$ cat config.mk
export PLATFORM = sky130hd
export DESIGN_NAME = frame_deframer_crc32_check
export DESIGN_NICKNAME = d
export VERILOG_FILES = /design/src/hdl/fdc_pkg.sv /design/src/hdl/frame_deframer_crc32_check.sv /design/src/hdl/fdc_parser.sv /design/src/hdl/fdc_out_reg.sv
export SDC_FILE = /design/constraint.sdc
export NUM_CORES = 1
export LEC_CHECK = 0
export CAP_MARGIN = 0
export CELL_PAD_IN_SITES_DETAIL_PLACEMENT = 0
export CELL_PAD_IN_SITES_GLOBAL_PLACEMENT = 1
export CORE_MARGIN = 4
export CORE_UTILIZATION = 30
export DETAILED_ROUTE_END_ITERATION = 8
export DONT_BUFFER_PORTS = 1
export PLACE_DENSITY_LB_ADDON = 0.1
export SYNTH_ARGS = -nofsm -noshare
export SYNTH_HDL_FRONTEND = slang
export SYNTH_SLANG_ARGS = --single-unit
$ cat constraint.sdc
create_clock -name aclk -period 15.4 [get_ports aclk]
set_input_delay 1.54 -clock aclk [delete_from_list [all_inputs] [get_ports aclk]]
set_output_delay 1.54 -clock aclk [all_outputs]
set_load 0.01 [all_outputs]
$ cat src/hdl/fdc_pkg.sv
// Shared types, codes and the CRC-32 byte step for the frame deframer.
package fdc_pkg;

    localparam logic [31:0] CRC_POLY       = 32'hEDB88320;
    localparam logic [31:0] CRC_INIT       = 32'hFFFFFFFF;
    localparam logic [15:0] MAX_PLEN_RESET = 16'd4096;

    localparam int MSGID_BYTES = 4;
    localparam int TSTAMP_BYTES = 8;
    localparam int PLEN_BYTES = 4;
    localparam int CRC_BYTES = 4;

    typedef enum logic [1:0] {
        KIND_ID_BYTE      = 2'd0,
        KIND_PAYLOAD_BYTE = 2'd1,
        KIND_SUMMARY      = 2'd2
    } item_kind_t;

    typedef enum logic [2:0] {
        ST_OK        = 3'd0,
        ST_CRC_ERR   = 3'd1,
        ST_EMPTY_ID  = 3'd2,
        ST_TOO_LONG  = 3'd3,
        ST_TRUNCATED = 3'd4
    } frame_status_t;

    typedef struct packed {
        logic [7:0] byte_value;
        logic       frame_start;
    } in_item_t;

    typedef struct packed {
        item_kind_t    item_kind;
        logic [7:0]    data_byte;
        logic [31:0]   msg_ident;
        logic [7:0]    message_type;
        logic [7:0]    id_length;
        logic [63:0]   timestamp_ms;
        logic [15:0]   payload_length;
        frame_status_t frame_status;
    } result_t;

    // reflected CRC-32, one byte
    function automatic logic [31:0] crc_byte(input logic [31:0] crc, input logic [7:0] b);
        logic [31:0] c;
        c = crc ^ {24'd0, b};
        for (int i = 0; i < 8; i++) begin
            c = c[0] ? ((c >> 1) ^ CRC_POLY) : (c >> 1);
        end
        return c;
    endfunction

endpackage

$ cat src/hdl/frame_deframer_crc32_check.sv
// An accepted input beat is registered in the input register, its result in the result register.
// Throughput: one byte per cycle while no byte with a result meets a stalled output;
// the CRC-32 byte step and field capture run combinationally between the two registers.
// A frame yields its id/payload beats and one summary (a cut frame's at the next start), no extra gaps.
// Reset (aresetn low, synchronous): parser idle, CRC preset, limit back to 4096.
module frame_deframer_crc32_check (
    input  logic          aclk,
    input  logic          aresetn,
    input  logic          s_axis_tvalid,
    output logic          s_axis_tready,
    input  logic [7:0]    s_axis_tdata,   // [7:0] byte_value
    input  logic          s_axis_tuser,   // [0] frame_start
    output logic          m_axis_tvalid,
    input  logic          m_axis_tready,
    // [7:0] data_byte, [39:8] msg_ident, [47:40] message_type, [55:48] id_length,
    // [119:56] timestamp_ms, [135:120] payload_length, [138:136] frame_status
    output logic [143:0]  m_axis_tdata,
    output logic [1:0]    m_axis_tuser,   // [1:0] item_kind
    input  logic          cfg_valid,
    output logic          cfg_ready,
    input  logic [15:0]   cfg_data
);

    logic              in_valid_reg;
    fdc_pkg::in_item_t in_item_reg;
    logic [15:0]       max_len_reg;
    logic              proc;
    logic              res_valid;
    logic              out_free;
    fdc_pkg::result_t  res;
    fdc_pkg::result_t  m_res;

    assign cfg_ready = 1'b1;

    always_ff @(posedge aclk) begin
        if (!aresetn) begin
            max_len_reg <= fdc_pkg::MAX_PLEN_RESET;
        end else if (cfg_valid) begin
            max_len_reg <= cfg_data;
        end
    end

    // byte without a result moves on even when the output is stalled
    assign proc = in_valid_reg && (out_free || !res_valid);
    assign s_axis_tready = !in_valid_reg || proc;

    always_ff @(posedge aclk) begin
        if (!aresetn) begin
            in_valid_reg <= 1'b0;
        end else if (s_axis_tready) begin
            in_valid_reg <= s_axis_tvalid;
        end
    end

    always_ff @(posedge aclk) begin
        if (s_axis_tvalid && s_axis_tready) begin
            in_item_reg.byte_value  <= s_axis_tdata;
            in_item_reg.frame_start <= s_axis_tuser;
        end
    end

    fdc_parser u_parser (
        .aclk      (aclk),
        .aresetn   (aresetn),
        .proc      (proc),
        .item      (in_item_reg),
        .max_len   (max_len_reg),
        .res_valid (res_valid),
        .res       (res)
    );

    fdc_out_reg u_out (
        .aclk      (aclk),
        .aresetn   (aresetn),
        .load      (proc && res_valid),
        .load_data (res),
        .m_ready   (m_axis_tready),
        .m_valid   (m_axis_tvalid),
        .out_free  (out_free),
        .m_data    (m_res)
    );

    assign m_axis_tuser = m_res.item_kind;
    assign m_axis_tdata = {5'd0, m_res.frame_status, m_res.payload_length,
                           m_res.timestamp_ms, m_res.id_length, m_res.message_type,
                           m_res.msg_ident, m_res.data_byte};

    a_in_hold: assert property (@(posedge aclk) disable iff (!aresetn)
        in_valid_reg && !proc |=> in_valid_reg && $stable(in_item_reg))
        else $error("input register lost a pending beat");

    a_byte_status: assert property (@(posedge aclk) disable iff (!aresetn)
        m_axis_tvalid && m_axis_tuser != fdc_pkg::KIND_SUMMARY |->
        m_axis_tdata[138:136] == fdc_pkg::ST_OK &&
        (m_axis_tuser == fdc_pkg::KIND_ID_BYTE || m_axis_tuser == fdc_pkg::KIND_PAYLOAD_BYTE))
        else $error("byte beat carries a status or bad kind");

    a_ok_has_id: assert property (@(posedge aclk) disable iff (!aresetn)
        m_axis_tvalid && m_axis_tuser == fdc_pkg::KIND_SUMMARY &&
        m_axis_tdata[138:136] == fdc_pkg::ST_OK |-> m_axis_tdata[55:48] != 8'd0)
        else $error("ok summary with empty id");

    a_summary_zero_data: assert property (@(posedge aclk) disable iff (!aresetn)
        m_axis_tvalid && m_axis_tuser == fdc_pkg::KIND_SUMMARY |->
        m_axis_tdata[7:0] == 8'd0)
        else $error("summary beat carries a data byte");

endmodule

$ cat src/hdl/fdc_parser.sv
// Frame parser: phase tracking, field capture, CRC accumulation and result build.
module fdc_parser (
    input  logic              aclk,
    input  logic              aresetn,
    input  logic              proc,
    input  fdc_pkg::in_item_t item,
    input  logic [15:0]       max_len,
    output logic              res_valid,
    output fdc_pkg::result_t  res
);

    typedef enum logic [8:0] {
        PH_IDLE    = 9'b000000001,
        PH_MSGID   = 9'b000000010,
        PH_TYPE    = 9'b000000100,
        PH_IDLEN   = 9'b000001000,
        PH_IDBYTES = 9'b000010000,
        PH_TSTAMP  = 9'b000100000,
        PH_PLEN    = 9'b001000000,
        PH_PAYLOAD = 9'b010000000,
        PH_CRC     = 9'b100000000
    } phase_t;

    phase_t      phase_reg, phase_next, ph;
    logic [7:0]  cnt_reg, cnt_next;
    logic [15:0] rem_reg, rem_next;
    logic [31:0] crc_reg, crc_next;
    logic [31:0] id_reg, id_next;
    logic [7:0]  type_reg, type_next;
    logic [7:0]  idlen_reg, idlen_next;
    logic [63:0] ts_reg, ts_next;
    logic [31:0] len_reg, len_next;
    logic [31:0] rcrc_reg, rcrc_next;
    logic [8:0]  cnt_inc;
    logic [7:0]  b;

    assign b = item.byte_value;

    always_comb begin
        phase_next = phase_reg;
        cnt_next   = cnt_reg;
        rem_next   = rem_reg;
        crc_next   = crc_reg;
        id_next    = id_reg;
        type_next  = type_reg;
        idlen_next = idlen_reg;
        ts_next    = ts_reg;
        len_next   = len_reg;
        rcrc_next  = rcrc_reg;
        res_valid  = 1'b0;
        res        = '0;
        ph         = phase_reg;

        // truncated summary uses the old frame's fields
        res.item_kind      = fdc_pkg::KIND_SUMMARY;
        res.msg_ident      = id_reg;
        res.message_type   = type_reg;
        res.id_length      = idlen_reg;
        res.timestamp_ms   = ts_reg;
        res.payload_length = (|len_reg[31:16]) ? 16'hFFFF : len_reg[15:0];
        res.frame_status   = fdc_pkg::ST_TRUNCATED;

        if (item.frame_start) begin
            res_valid  = (phase_reg != PH_IDLE);
            ph         = PH_MSGID;
            cnt_next   = '0;
            rem_next   = '0;
            crc_next   = fdc_pkg::CRC_INIT;
            id_next    = '0;
            type_next  = '0;
            idlen_next = '0;
            ts_next    = '0;
            len_next   = '0;
            rcrc_next  = '0;
        end
        phase_next = ph;
        cnt_inc = {1'b0, cnt_next} + 9'd1;

        case (ph)
            PH_IDLE: begin
            end
            PH_MSGID: begin
                id_next  = {id_next[23:0], b};
                crc_next = fdc_pkg::crc_byte(crc_next, b);
                cnt_next = cnt_inc[7:0];
                if (cnt_inc >= 9'(fdc_pkg::MSGID_BYTES)) begin
                    cnt_next   = '0;
                    phase_next = PH_TYPE;
                end
            end
            PH_TYPE: begin
                type_next  = b;
                crc_next   = fdc_pkg::crc_byte(crc_next, b);
                phase_next = PH_IDLEN;
            end
            PH_IDLEN: begin
                idlen_next = b;
                crc_next   = fdc_pkg::crc_byte(crc_next, b);
                cnt_next   = '0;
                phase_next = (b == 8'd0) ? PH_TSTAMP : PH_IDBYTES;
            end
            PH_IDBYTES: begin
                crc_next  = fdc_pkg::crc_byte(crc_next, b);
                res_valid = 1'b1;
                res.item_kind    = fdc_pkg::KIND_ID_BYTE;
                res.data_byte    = b;
                res.frame_status = fdc_pkg::ST_OK;
                cnt_next = cnt_inc[7:0];
                if (cnt_inc >= {1'b0, idlen_next}) begin
                    cnt_next   = '0;
                    phase_next = PH_TSTAMP;
                end
            end
            PH_TSTAMP: begin
                ts_next  = {ts_next[55:0], b};
                cnt_next = cnt_inc[7:0];
                if (cnt_inc >= 9'(fdc_pkg::TSTAMP_BYTES)) begin
                    cnt_next   = '0;
                    phase_next = PH_PLEN;
                end
            end
            PH_PLEN: begin
                len_next = {len_next[23:0], b};
                cnt_next = cnt_inc[7:0];
                if (cnt_inc >= 9'(fdc_pkg::PLEN_BYTES)) begin
                    cnt_next = '0;
                    if (len_next > {16'd0, max_len}) begin
                        res_valid = 1'b1;
                        res.frame_status = fdc_pkg::ST_TOO_LONG;
                        phase_next = PH_IDLE;
                    end else if (len_next == 32'd0) begin
                        phase_next = PH_CRC;
                    end else begin
                        rem_next   = len_next[15:0];
                        phase_next = PH_PAYLOAD;
                    end
                end
            end
            PH_PAYLOAD: begin
                crc_next  = fdc_pkg::crc_byte(crc_next, b);
                res_valid = 1'b1;
                res.item_kind    = fdc_pkg::KIND_PAYLOAD_BYTE;
                res.data_byte    = b;
                res.frame_status = fdc_pkg::ST_OK;
                rem_next = rem_next - 16'd1;
                if (rem_next == 16'd0) begin
                    phase_next = PH_CRC;
                end
            end
            PH_CRC: begin
                rcrc_next = {rcrc_next[23:0], b};
                cnt_next  = cnt_inc[7:0];
                if (cnt_inc >= 9'(fdc_pkg::CRC_BYTES)) begin
                    cnt_next  = '0;
                    res_valid = 1'b1;
                    if (~crc_next != rcrc_next) begin
                        res.frame_status = fdc_pkg::ST_CRC_ERR;
                    end else if (idlen_next == 8'd0) begin
                        res.frame_status = fdc_pkg::ST_EMPTY_ID;
                    end else begin
                        res.frame_status = fdc_pkg::ST_OK;
                    end
                    phase_next = PH_IDLE;
                end
            end
            default: begin
                phase_next = PH_IDLE;
            end
        endcase

        // fields received so far in the current frame
        if (ph != PH_IDLE) begin
            if (!(item.frame_start && res.frame_status == fdc_pkg::ST_TRUNCATED
                  && res.item_kind == fdc_pkg::KIND_SUMMARY)) begin
                res.msg_ident      = id_next;
                res.message_type   = type_next;
                res.id_length      = idlen_next;
                res.timestamp_ms   = ts_next;
                res.payload_length = (|len_next[31:16]) ? 16'hFFFF : len_next[15:0];
            end
        end
    end

    always_ff @(posedge aclk) begin
        if (!aresetn) begin
            phase_reg <= PH_IDLE;
            cnt_reg   <= '0;
            rem_reg   <= '0;
            crc_reg   <= fdc_pkg::CRC_INIT;
            id_reg    <= '0;
            type_reg  <= '0;
            idlen_reg <= '0;
            ts_reg    <= '0;
            len_reg   <= '0;
            rcrc_reg  <= '0;
        end else if (proc) begin
            phase_reg <= phase_next;
            cnt_reg   <= cnt_next;
            rem_reg   <= rem_next;
            crc_reg   <= crc_next;
            id_reg    <= id_next;
            type_reg  <= type_next;
            idlen_reg <= idlen_next;
            ts_reg    <= ts_next;
            len_reg   <= len_next;
            rcrc_reg  <= rcrc_next;
        end
    end

endmodule

$ cat src/hdl/fdc_out_reg.sv
// Result register holding one beat for the output channel.
module fdc_out_reg (
    input  logic             aclk,
    input  logic             aresetn,
    input  logic             load,
    input  fdc_pkg::result_t load_data,
    input  logic             m_ready,
    output logic             m_valid,
    output logic             out_free,
    output fdc_pkg::result_t m_data
);

    logic             valid_reg;
    fdc_pkg::result_t data_reg;

    assign out_free = !valid_reg || m_ready;
    assign m_valid  = valid_reg;
    assign m_data   = data_reg;

    always_ff @(posedge aclk) begin
        if (!aresetn) begin
            valid_reg <= 1'b0;
        end else if (load) begin
            valid_reg <= 1'b1;
        end else if (m_ready) begin
            valid_reg <= 1'b0;
        end
    end

    always_ff @(posedge aclk) begin
        if (load) begin
            data_reg <= load_data;
        end
    end

endmodule

# After elaboration in Yosys (flattened, before gate mapping)
# Cells that the tools add are included.
[classes]
addsub = 2
order_cmp = 4
eq_ne = 14
n_mux = 61
bitwise = 10
reduce_logical = 21
[op_table]
columns = ["operator", "n"]
rows = [
  ["two-way mux 32 bit", 14],
  ["two-way mux 128 bit", 2],
  ["two-way mux 64 bit", 2],
  ["NOT 13 -> 14 bit", 8],
  ["two-way mux 16 bit", 6],
  ["two-way mux 9 bit", 9],
  ["one-hot mux 9 bit (9 select lines)", 1],
  ["two-way mux 8 bit", 8],
  ["two-way mux 24 bit", 2],
  ["> comparator 32 x 16 -> 1 bit", 1],
  ["logical NOT 32 bit", 1],
  ["inequality test 32 bit", 1],
  ["NOT 32 bit", 1],
  ["one-hot mux 16 bit (2 select lines)", 1],
  ["one-hot mux 8 bit (4 select lines)", 1],
  ["OR reduction 16 bit", 2],
  ["bitwise XOR 32 x 8 -> 32 bit", 1],
  ["one-hot mux 10 bit (2 select lines)", 1],
  ["inequality test 9 x 1 -> 1 bit (second input constant)", 2],
  ["logical NOT 16 bit", 1],
  ["logical NOT 8 bit", 2],
  ["subtractor 16 x 1 -> 16 bit (second input constant)", 1],
  ["two-way mux 3 bit", 4],
  ["adder 8 x 1 -> 9 bit (second input constant)", 1],
  ["26 further kinds", 39],
]
[word_totals]
regBits = 401
in_bits = 30
word_cells = 135

# Longest topological paths before layout
# Gate-level depths: netlist of run 1.
[logic_depth]
ltp_word = 19
ltp_mapped = 21
depth_no_buf = 15

# Modules after synthesis
# A second synthesis of run 1 with hierarchy kept.
[hier_totals]
hier_cells = 1921
hier_area_um2 = 18820.6
[by_module_without_submodules]
columns = ["mod", "instances", "cells_per_inst", "area_per_inst_um2"]
rows = [
  ["fdc_parser", 1, 1700, 13539.2],
  ["fdc_out_reg", 1, 145, 4282.9],
  ["frame_deframer_crc32_check", 1, 76, 998.5],
]

# Least setup slack after synthesis of run 1
# No wires, ideal clock.
[synth_path]
path_type = "register to register"
start = "reg in_item_reg[0] in the netlist's numbering"
end = "reg u_out.data_reg, in the netlist u_out.m_data[0] (enable)"
t_arrival_ps = 10099
t_required_ps = 14756
path_slack_ps = 4657
stages_incl_launch_ff = 19
path_buffers = 9
synth_period_minus_slack_ps = 10743
path_cell_list = "edfxtp_1 -> buf_2 -> buf_4 -> clkbuf_1 -> clkbuf_1 -> buf_1 -> buf_1 -> clkbuf_1 -> nor2b_1 -> ha_1 -> nand3_1 -> mux2_2 -> a311oi_2 -> nand2_2 -> o31ai_4 -> a21oi_4 -> buf_2 -> buf_4 -> nor2_1"
[synth_via]
elab_chain_cells = 9
elab_cells_between_ends = 20
classes_between = "add/sub: 1; order compare: 2; eq/ne: 4; mux: 8; reduce/logical: 5"
[synth_rtl]
columns = ["element", "line", "rtl"]
rows = [
  ["start: declaration", "frame_deframer_crc32_check.sv:25", "fdc_pkg::in_item_t in_item_reg;"],
  ["two-way mux 8 bit or two-way mux 32 bit (tied branches)", "fdc_parser.sv:63", "if (item.frame_start) begin"],
  ["adder 8 x 1 -> 9 bit or > comparator 32 x 16 -> 1 bit (tied branches)", "fdc_parser.sv:77, fdc_parser.sv:127", ""],
  ["greater-or-equal comparator 9 x 3 -> 1 bit or two-way mux 1 bit (tied branches)", "fdc_parser.sv:125, fdc_parser.sv:153, fdc_parser.sv:127", ""],
  ["two-way mux 1 bit (on tied branches)", "fdc_parser.sv:153, fdc_parser.sv:125", ""],
  ["one-hot mux 1 bit (3 select lines) *", "fdc_parser.sv:79", "case (ph)"],
  ["logical NOT 1 bit", "frame_deframer_crc32_check.sv:44", "assign proc = in_valid_reg && (out_free || !res_valid);"],
  ["logical OR 1 bit", "frame_deframer_crc32_check.sv:44", ""],
  ["logical AND 1 bit", "frame_deframer_crc32_check.sv:44", ""],
  ["logical AND 1 bit *", "frame_deframer_crc32_check.sv:75", ".load (proc && res_valid),"],
  ["via u_out.load", "fdc_out_reg.sv:5", "input logic load,"],
  ["end signal: assignment", "fdc_out_reg.sv:32", "data_reg <= load_data;"],
  ["end: declaration", "fdc_out_reg.sv:14", "fdc_pkg::result_t data_reg;"],
]
# The timed path passes the listed nets; every way through them passes the cells marked *.
# A chain may end at the register's enable or synchronous reset.

# Final worst setup path of run 1
[layout_path]
start = "reg in_item_reg[0] in the netlist's numbering"
end = "reg u_out.data_reg, in the netlist u_out.m_data[129] (enable)"
# Same word-level chain as after synthesis.

==> key figures, run 1 <==
Hold path
  – Hold Path Class: flop to flop
  – Worst hold start: u_parser.type_reg[2]

Worst setup path
  – CP endpoint kind: flop
  – Crit start category: flop
  – CP bufs+invs: 3
  – CP dominant cell by count: buf_4
  – CP cell instances: buf_4 -> nor2b_1 -> ha_1 -> nand4_1 -> nor2_1 -> o311ai_0 -> a21o_1 -> a21boi_0 -> nor3_1 -> nor2_4 -> buf_4 -> buf_4
  – CP Max Fanout: 63
  – Crit Path Class: flop to flop
  – Worst Setup SP: in_item_reg[0]
  – Worst r2r src: in_item_reg[0]
  – Slowest cell on crit path: edfxtp_1
  – Worst endpoint required time: 15.61 ns
  – Largest stage delay, worst path: 0.86 ns
  – Arrival time at the worst endpoint: 6.37 ns
  – CP top delay family: buffers and inverters

Yosys
  – Netlist cell types: 81
  – Synth top area cells: dfxtp_1 27%, edfxtp_1 25%, a22o_1 6.6%
  – Synth Register Bits: 401
  – Post-Syn Instances: 1833
  – Synth Flop Type: dfxtp_1
  – Mean Syn Cell Area: 10.00 sq um
  – Fraction of registers with async set or reset after synthesis: 0%
  – Register area share after synthesis: 51.98%
  – Area share of the largest cell type after synthesis: 27.41%
  – Post-synth EDFFs: 150
  – Yosys top cell by area: dfxtp_1
  – Synthesized area: 18330 sq um
  – Syn. warnings: 0

Timing
  – Slew @ Worst Pin: 1.116 ns
  – Clock skew: 0.01702 ns
  – Min cycle time layout: 6.164 ns
  – Final period util: 40.03%
  – Tightest hold margin: 0.4583 ns
  – F_max: 162.2 MHz
  – Final-report hold violation count: 0
  – Fin. max-slew vios: 0
  – # setup viols final: 0
  – Worst slew margin: 25.61%
  – Total negative setup slack: 0 ns
  – RSZ-0062 raised after global routing: false

Final layout
  – Area Overhead vs Synth: 12.14%
  – Area occupied by multi-input gates: 8034 sq um
  – Max FFs per register: 141
  – Nets: 1841
  – Register area: 9529 sq um
  – Share of layout cells above drive strength 1: 9.111%
  – Fill cells: 6123

Routing
  – Drt pass-1 iters: 5
  – WL/cell: 23.82 um
  – DR vias/cell: 5.326
  – Vias: 13890
  – First-iteration detailed-routing DRC count: 1086
  – Drt total wl: 62.11 mm
  – DR DRC count: 0
  – Detail Route Antenna Nets: 0

CTS
  – CTS max path bufs: 3
  – Inserted Clock Buffers: 49
  – Resized Gates After CTS: 0
  – Clk_lat worst skew: 0.59 ns
  – Setup Buffers After CTS: 0
  – Root Driver: clkbuf_16
  – Reg clk slew, reported paths: 0.06 ns
  – Cts hold-fix bufs: 0
  – H-Tree Depth: 2
  – CTS tree: done
  – CTS sink cnt: 401

GRT
  – Pin count of the biggest net entering global routing: 79
  – Vias in the first global route: 13570
  – GR Overflow Total: 0
  – First-pass GRT wire length: 92.18 mm
  – Antenna violations before repair: 3
  – Tot GR Track Use: 18.55%

Run
  – Max cap viols: 0

Floorplanning
  – Rows: 90
  – Die Span X: 255.2 um
  – Die Y: 255.2 um
  – Die footprint: 65130 sq um
  – IO Count: 179
  – Core area: 60470 sq um
  – Starting density of the core: 30.32%

Placement
  – GPL Wtd Cong: 0.8517
  – DP HPWL: 40.99 mm
  – PortBufs: 0

Power
  – P_leak: 0.007794 uW
  – Power Density: 133.6 nW/um^2
  – Overall power: 2747 uW
  – Peak VDD IR: 0.00007540 V

Run status
  – Status: finished, final reports clean
synth_stat cells, types with 11 or more instances:
library cell and count:
a21o_1 12, a21oi_1 60, a22o_1 138, a311oi_1 13
a31oi_1 18, a32o_1 11, and3_1 11, buf_1 15
buf_2 25, buf_4 12, clkbuf_1 67, dfxtp_1 251
edfxtp_1 150, ha_1 29, inv_1 43, mux2_2 27
mux2i_1 29, nand2_1 281, nand3_1 27, nand4_1 22
nor2_1 154, nor2b_1 17, nor3_1 43, nor4_1 17
o211ai_1 19, o21ai_0 71, o22a_1 16, o22ai_1 11
xnor2_1 68, xor2_1 39
worst min-delay path, stage by stage (launching register included):
cell     delay [ns]
dfxtp_1        0.31
nand2_1        0.05
o22ai_1        0.05
cells by family (layout without fill, tap and decap cells):
kind of cell | count (synthesis) | count (layout) | share of synthesized area, %
AND/OR/NAND/NOR | 615 | 615 | 14.97
AO/OA/AOI/OAI | 448 | 448 | 18.30
flip-flops | 401 | 401 | 51.98
buffers and inverters | 175 | 160 | 4.375
XOR/XNOR | 107 | 107 | 5.112
multiplexers | 56 | 56 | 3.242
adder cells (fa/ha/maj) | 29 | 29 | 1.979
other | 2 | 9 | 0.04097
stage by stage:
step | area, sq um | worst slack [ns] | util [%] | cells
final | 20560 | 9.236 | 34.00 | 2607
after global routing | 20550 | 8.858 | 33.99 | 2604
after CTS | 20550 | 9.264 | 33.99 | 2604
after detailed placement | 18890 | 9.317 | 31.23 | 2513
after global placement | 18890 | 9.450 | 31.23 | 2513
after floorplan | 18350 | 4.658 | - | 1837
metal layers:
metal | vias up | routed length (um) | global-route usage (%)
met5 | - | 0 | 0
met4 | 0 | 1629 | 5.253
met3 | 88 | 3174 | 3.699
met2 | 348 | 28880 | 29.81
met1 | 6895 | 28430 | 25.56
li1 | 6554 | - | -
worst paths after layout:
check                          to  slack [ns]  cells past startpoint
max             u_out.m_data[129]        9.24                     12
min          u_parser.type_reg[2]        0.46                      2
max reg2reg     u_out.m_data[129]        9.24                     12
min reg2reg  u_parser.type_reg[2]        0.46                      2
area by class of cell:
| type | instances | area share [%] |
|---|---|---|
| antenna | 3 | 0.03652 |
| clock buffer | 64 | 6.682 |
| clock inverter | 27 | 1.412 |
| inverter | 46 | 0.8399 |
| multi-input combinational | 1261 | 39.08 |
| sequential | 401 | 46.35 |
| tap | 782 | 4.759 |
| timing repair buffer | 23 | 0.8399 |
cell usage in the layout (no fill, tap or decap), types with 7 or more instances in the layout:
cell type  netlist  final
mux2_2          27     27
a21o_1          12     12
buf_4           12     23
nand4_1         22     22
a21oi_1         60     60
and3_1          11      9
nand2_1        281    280
a32o_1          11     11
xor2_1          39     39
dfxtp_1        251    251
o22ai_1         11     11
nand3_1         27     26
nor2_1         154    153
o21ai_0         71     71
a22o_1         138    138
clkbuf_1        67      7
edfxtp_1       150    150
ha_1            29     29
o31ai_1          9      9
clkbuf_16        0     50
o22a_1          16     16
nor2b_1         17     17
nor3_1          43     43
xnor2_1         68     68
nor4_1          17     17
a31oi_1         18     18
a311oi_1        13     13
mux2i_1         29     29
clkbuf_8         0      7
clkinv_2         0     14
inv_1           43     42
o211ai_1        19     19
a31o_2           8      8
or3_1            7      7
report_power, final:
part / switching (uW) / internal [uW] / leakage (uW)
Clock: 472 / 713 / 0.000830
Combinational: 219 / 114 / 0.00347
Sequential: 66.3 / 1160 / 0.00350
Power figures use the tool's default switching activity.
==> inputs of run 2 (changes only) <==
ABC_AREA = 1   (was unset)
clock period = 5.4 ns   (was 15.4 ns; I/O delays follow)
==> run 2 against run 1 <==
Sequential power increased to 2.7 times the previous value. Non-clock buffer count increased by 21. Via count increased by 42%. Critical path depth increased by 4. Core utilization about the same. Synthesized cell count increased by 70%. Largest power group is now clock.
==> key figures, run 2 <==
Power
  – Peak VDD IR: 0.0002043 V (was 0.00007540 V)
  – P_leak: 0.01066 uW (was 0.007794 uW)
  – Power Density: 339.9 nW/um^2 (was 133.6 nW/um^2)

Worst setup path
  – Crit Path Class: flop to flop (unchanged)
  – Worst Setup SP: in_item_reg[0] (unchanged)
  – FF-to-FF path depth: 16 (was 12)
  – Worst r2r src: in_item_reg[0] (unchanged)
  – Arrival time at the worst endpoint: 4.77 ns (was 6.37 ns)
  – Crit start category: flop (unchanged)
  – Setup slack, reg-to-reg: 1.12 ns (was 9.24 ns)
  – CP Max Fanout: 99 (was 63)
  – Slowest cell on crit path: inv_8 (was edfxtp_1)
  – Worst endpoint required time: 5.89 ns (was 15.61 ns)
  – CP endpoint: u_parser.idlen_reg[4] (was u_out.m_data[129])
  – CP endpoint kind: flop (unchanged)
  – FF-to-FF End: u_parser.idlen_reg[4] (was u_out.m_data[129])
  – CP cell instances: buf_4 -> nor2_1 -> nand2_2 -> inv_2 -> nand4_4 -> clkinv_2 -> nand3_1 -> nand2_1 -> nand2_2 -> nand3_2 -> nand2_8 -> inv_8 -> buf_12 -> nand2_1 -> nand2_1 -> nor2_1 (was buf_4 -> nor2b_1 -> ha_1 -> nand4_1 -> nor2_1 -> o311ai_0 -> a21o_1 -> a21boi_0 -> nor3_1 -> nor2_4 -> buf_4 -> buf_4)
  – Largest stage delay, worst path: 0.51 ns (was 0.86 ns)
  – CP dominant cell by count: nand2_1 (was buf_4)

Floorplanning
  – Die footprint: 78560 sq um (was 65130 sq um)
  – Starting density of the core: 30.38% (was 30.32%)
  – Rows: 99 (was 90)
  – Die Span X: 280.3 um (was 255.2 um)
  – Die Y: 280.3 um (was 255.2 um)
  – IO Count: 179 (unchanged)
  – Core area: 73210 sq um (was 60470 sq um)

Yosys
  – Post-synth EDFFs: 150 (unchanged)
  – Netlist cell types: 57 (was 81)
  – Synth Register Bits: 401 (unchanged)
  – Synth Flop Type: dfxtp_1 (unchanged)
  – Most frequent cell after synthesis: nand2_1 (unchanged)
  – Post-Syn Instances: 3124 (was 1833)
  – Register area share after synthesis: 42.84% (was 51.98%)
  – Area share of the largest cell type after synthesis: 22.59% (was 27.41%)
  – Synthesized area: 22240 sq um (was 18330 sq um)
  – Mean Syn Cell Area: 7.120 sq um (was 10.00 sq um)
  – Syn. warnings: 0 (unchanged)
  – Synth top area cells: dfxtp_1 23%, edfxtp_1 20%, nand2_1 14% (was dfxtp_1 27%, edfxtp_1 25%, a22o_1 6.6%)
  – Fraction of registers with async set or reset after synthesis: 0% (unchanged)
  – Synth top cells by count: 809 x nand2_1, 566 x nor2_1, 303 x o21ai_0 (was 281 x nand2_1, 251 x dfxtp_1, 154 x nor2_1)
  – Yosys top cell by area: dfxtp_1 (unchanged)

CTS
  – Setup Buffers After CTS: 0 (unchanged)
  – CTS tree: done (unchanged)
  – CTS max path bufs: 3 (unchanged)
  – Clk_lat worst skew: 0.62 ns (was 0.59 ns)
  – Reg clk slew, reported paths: 0.06 ns (about the same)
  – Inserted Clock Buffers: 51 (was 49)
  – Root Driver: clkbuf_16 (unchanged)
  – H-Tree Depth: 2 (unchanged)
  – CTS sink cnt: 401 (unchanged)

Timing
  – F_max: 233.5 MHz (was 162.2 MHz)
  – Worst slew margin: 26.09% (was 25.61%)
  – Total negative setup slack: 0 ns (unchanged)
  – Fin. max-slew vios: 0 (unchanged)
  – Clock skew: 0.03075 ns (was 0.01702 ns)
  – Slew @ Worst Pin: 1.102 ns (was 1.116 ns)
  – # setup viols final: 0 (unchanged)
  – Final-report hold violation count: 0 (unchanged)
  – RSZ-0062 raised after global routing: false (unchanged)
  – Final setup margin: 1.117 ns (was 9.236 ns)
  – Min cycle time layout: 4.283 ns (was 6.164 ns)
  – Final period util: 79.32% (was 40.03%)

Placement
  – DP HPWL: 49.23 mm (was 40.99 mm)
  – Pre-CTS worst setup slack: 1.107 ns (was 9.317 ns)
  – GPL Wtd Cong: 0.8396 (was 0.8517)
  – PortBufs: 0 (unchanged)
  – DP Area: 22790 sq um (was 18890 sq um)

GRT
  – Tot GR Track Use: 18.65% (was 18.55%)
  – Vias in the first global route: 18880 (was 13570)
  – Antenna violations before repair: 6 (was 3)
  – First-pass GRT wire length: 114.6 mm (was 92.18 mm)
  – GR Overflow Total: 0 (unchanged)
  – Pin count of the biggest net entering global routing: 227 (was 79)

Final layout
  – Most frequent cells in the layout: 808 x nand2_1, 565 x nor2_1, 303 x o21ai_0, 274 x inv_1, 251 x dfxtp_1 (was 280 x nand2_1, 251 x dfxtp_1, 153 x nor2_1, 150 x edfxtp_1, 138 x a22o_1)
  – Max FFs per register: 141 (unchanged)
  – Most common cell after layout, fill and taps aside: nand2_1 (unchanged)
  – Share of layout cells above drive strength 1: 5.739% (was 9.111%)
  – Area Overhead vs Synth: 11.74% (was 12.14%)
  – Fill cells: 7729 (was 6123)
  – Nets: 3100 (was 1841)
  – Finished Cell Area: 24850 sq um (was 20560 sq um)

Routing
  – Drt total wl: 74.88 mm (was 62.11 mm)
  – Vias: 19760 (was 13890)
  – Drt pass-1 iters: 5 (unchanged)
  – DR DRC count: 0 (unchanged)
  – Detail Route Antenna Nets: 0 (unchanged)
  – WL/cell: 18.52 um (was 23.82 um)
  – DR vias/cell: 4.887 (was 5.326)
  – First-iteration detailed-routing DRC count: 1289 (was 1086)

Run status
  – Status: finished, final reports clean (unchanged)

Hold path
  – Hold Path Class: input pin to flop (was flop to flop)

Run
  – Max cap viols: 0 (unchanged)
==> run 2: timing repair <==
item                                    CTS  global route
hold endpoints to repair                 10             0
endpoints found under the setup margin    0             0
hold buffers                             10             0
resized for setup                         0             0
==> run 2: cell families (layout without fill, tap and decap cells) <==
group	Yosys count	in the layout	share of synthesized area (%)
adder cells (fa/ha/maj)	29	29	1.631
AO/OA/AOI/OAI	548	548	13.78
buffers and inverters	473	429	9.406
multiplexers	1	1	0.04501
XOR/XNOR	72	72	3.291
AND/OR/NAND/NOR	1598	1598	28.97
flip-flops	401	401	42.84
other	2	7	0.03377
==> run 2: per-stage QoR <==
stage	utilization (%)	instances	total power (uW)	hold slack [ns]
global route	33.95	4043	8882	0.04208
detailed placement	31.14	3937	4565	0.4469
CTS	33.95	4043	8589	0.006362
global placement	31.14	3937	4554	0.4414
floorplan	-	3128	4290	0.4342
finish	33.95	4044	8447	0.06240
==> run 2: worst min path at each step <==
stage / endpoint / cells past startpoint / start / slack, ns
4_1_cts: u_parser.crc_reg[15] / 1 / aresetn / 0.006
2_1_floorplan: u_parser.crc_reg[0] / 2 / u_parser.crc_reg[0] / 0.43
3_5_place_dp: u_parser.crc_reg[0] / 2 / u_parser.crc_reg[0] / 0.45
5_1_grt: max_len_reg[12] / 2 / cfg_valid / 0.04
6_report: max_len_reg[12] / 2 / cfg_valid / 0.06
3_3_place_gp: u_parser.crc_reg[0] / 2 / u_parser.crc_reg[0] / 0.44
==> run 2: cell type report <==
class,instances,area [sq um],share of cell area (%)
Multi-Input combinational cell,2254,10660,42.88
Antenna cell,1,2.502,0.01007
Timing Repair Buffer,44,405.4,1.631
Clock buffer,60,1381,5.558
Clock inverter,36,575.6,2.316
Tap cell,959,1200,4.828
Inverter,289,1102,4.435
Sequential cell,401,9529,38.34
==> run 2: routing by layer <==
layer,up-vias,track usage [%],share of wire (%)
li1,9925,-,-
met4,0,5.133,2.6
met1,9282,25.39,46
met5,-,0,0
met2,455,30.64,46
met3,100,3.262,5.2
==> run 2: power by group <==
| group | leakage (uW) | total (uW) | switching, uW | internal [uW] |
|---|---|---|---|---|
| Clock | 0.000955 | 3950 | 1450 | 2500 |
| Sequential | 0.00353 | 3380 | 99.2 | 3280 |
| Combinational | 0.00617 | 1120 | 754 | 367 |
==> run 2: critical path: cells and delay by family (launching register included) <==
family                 cells  cell delay (ns)
DFF                        1             0.46
and+or+nand+nor           11             1.79
buffers and inverters      5             1.76
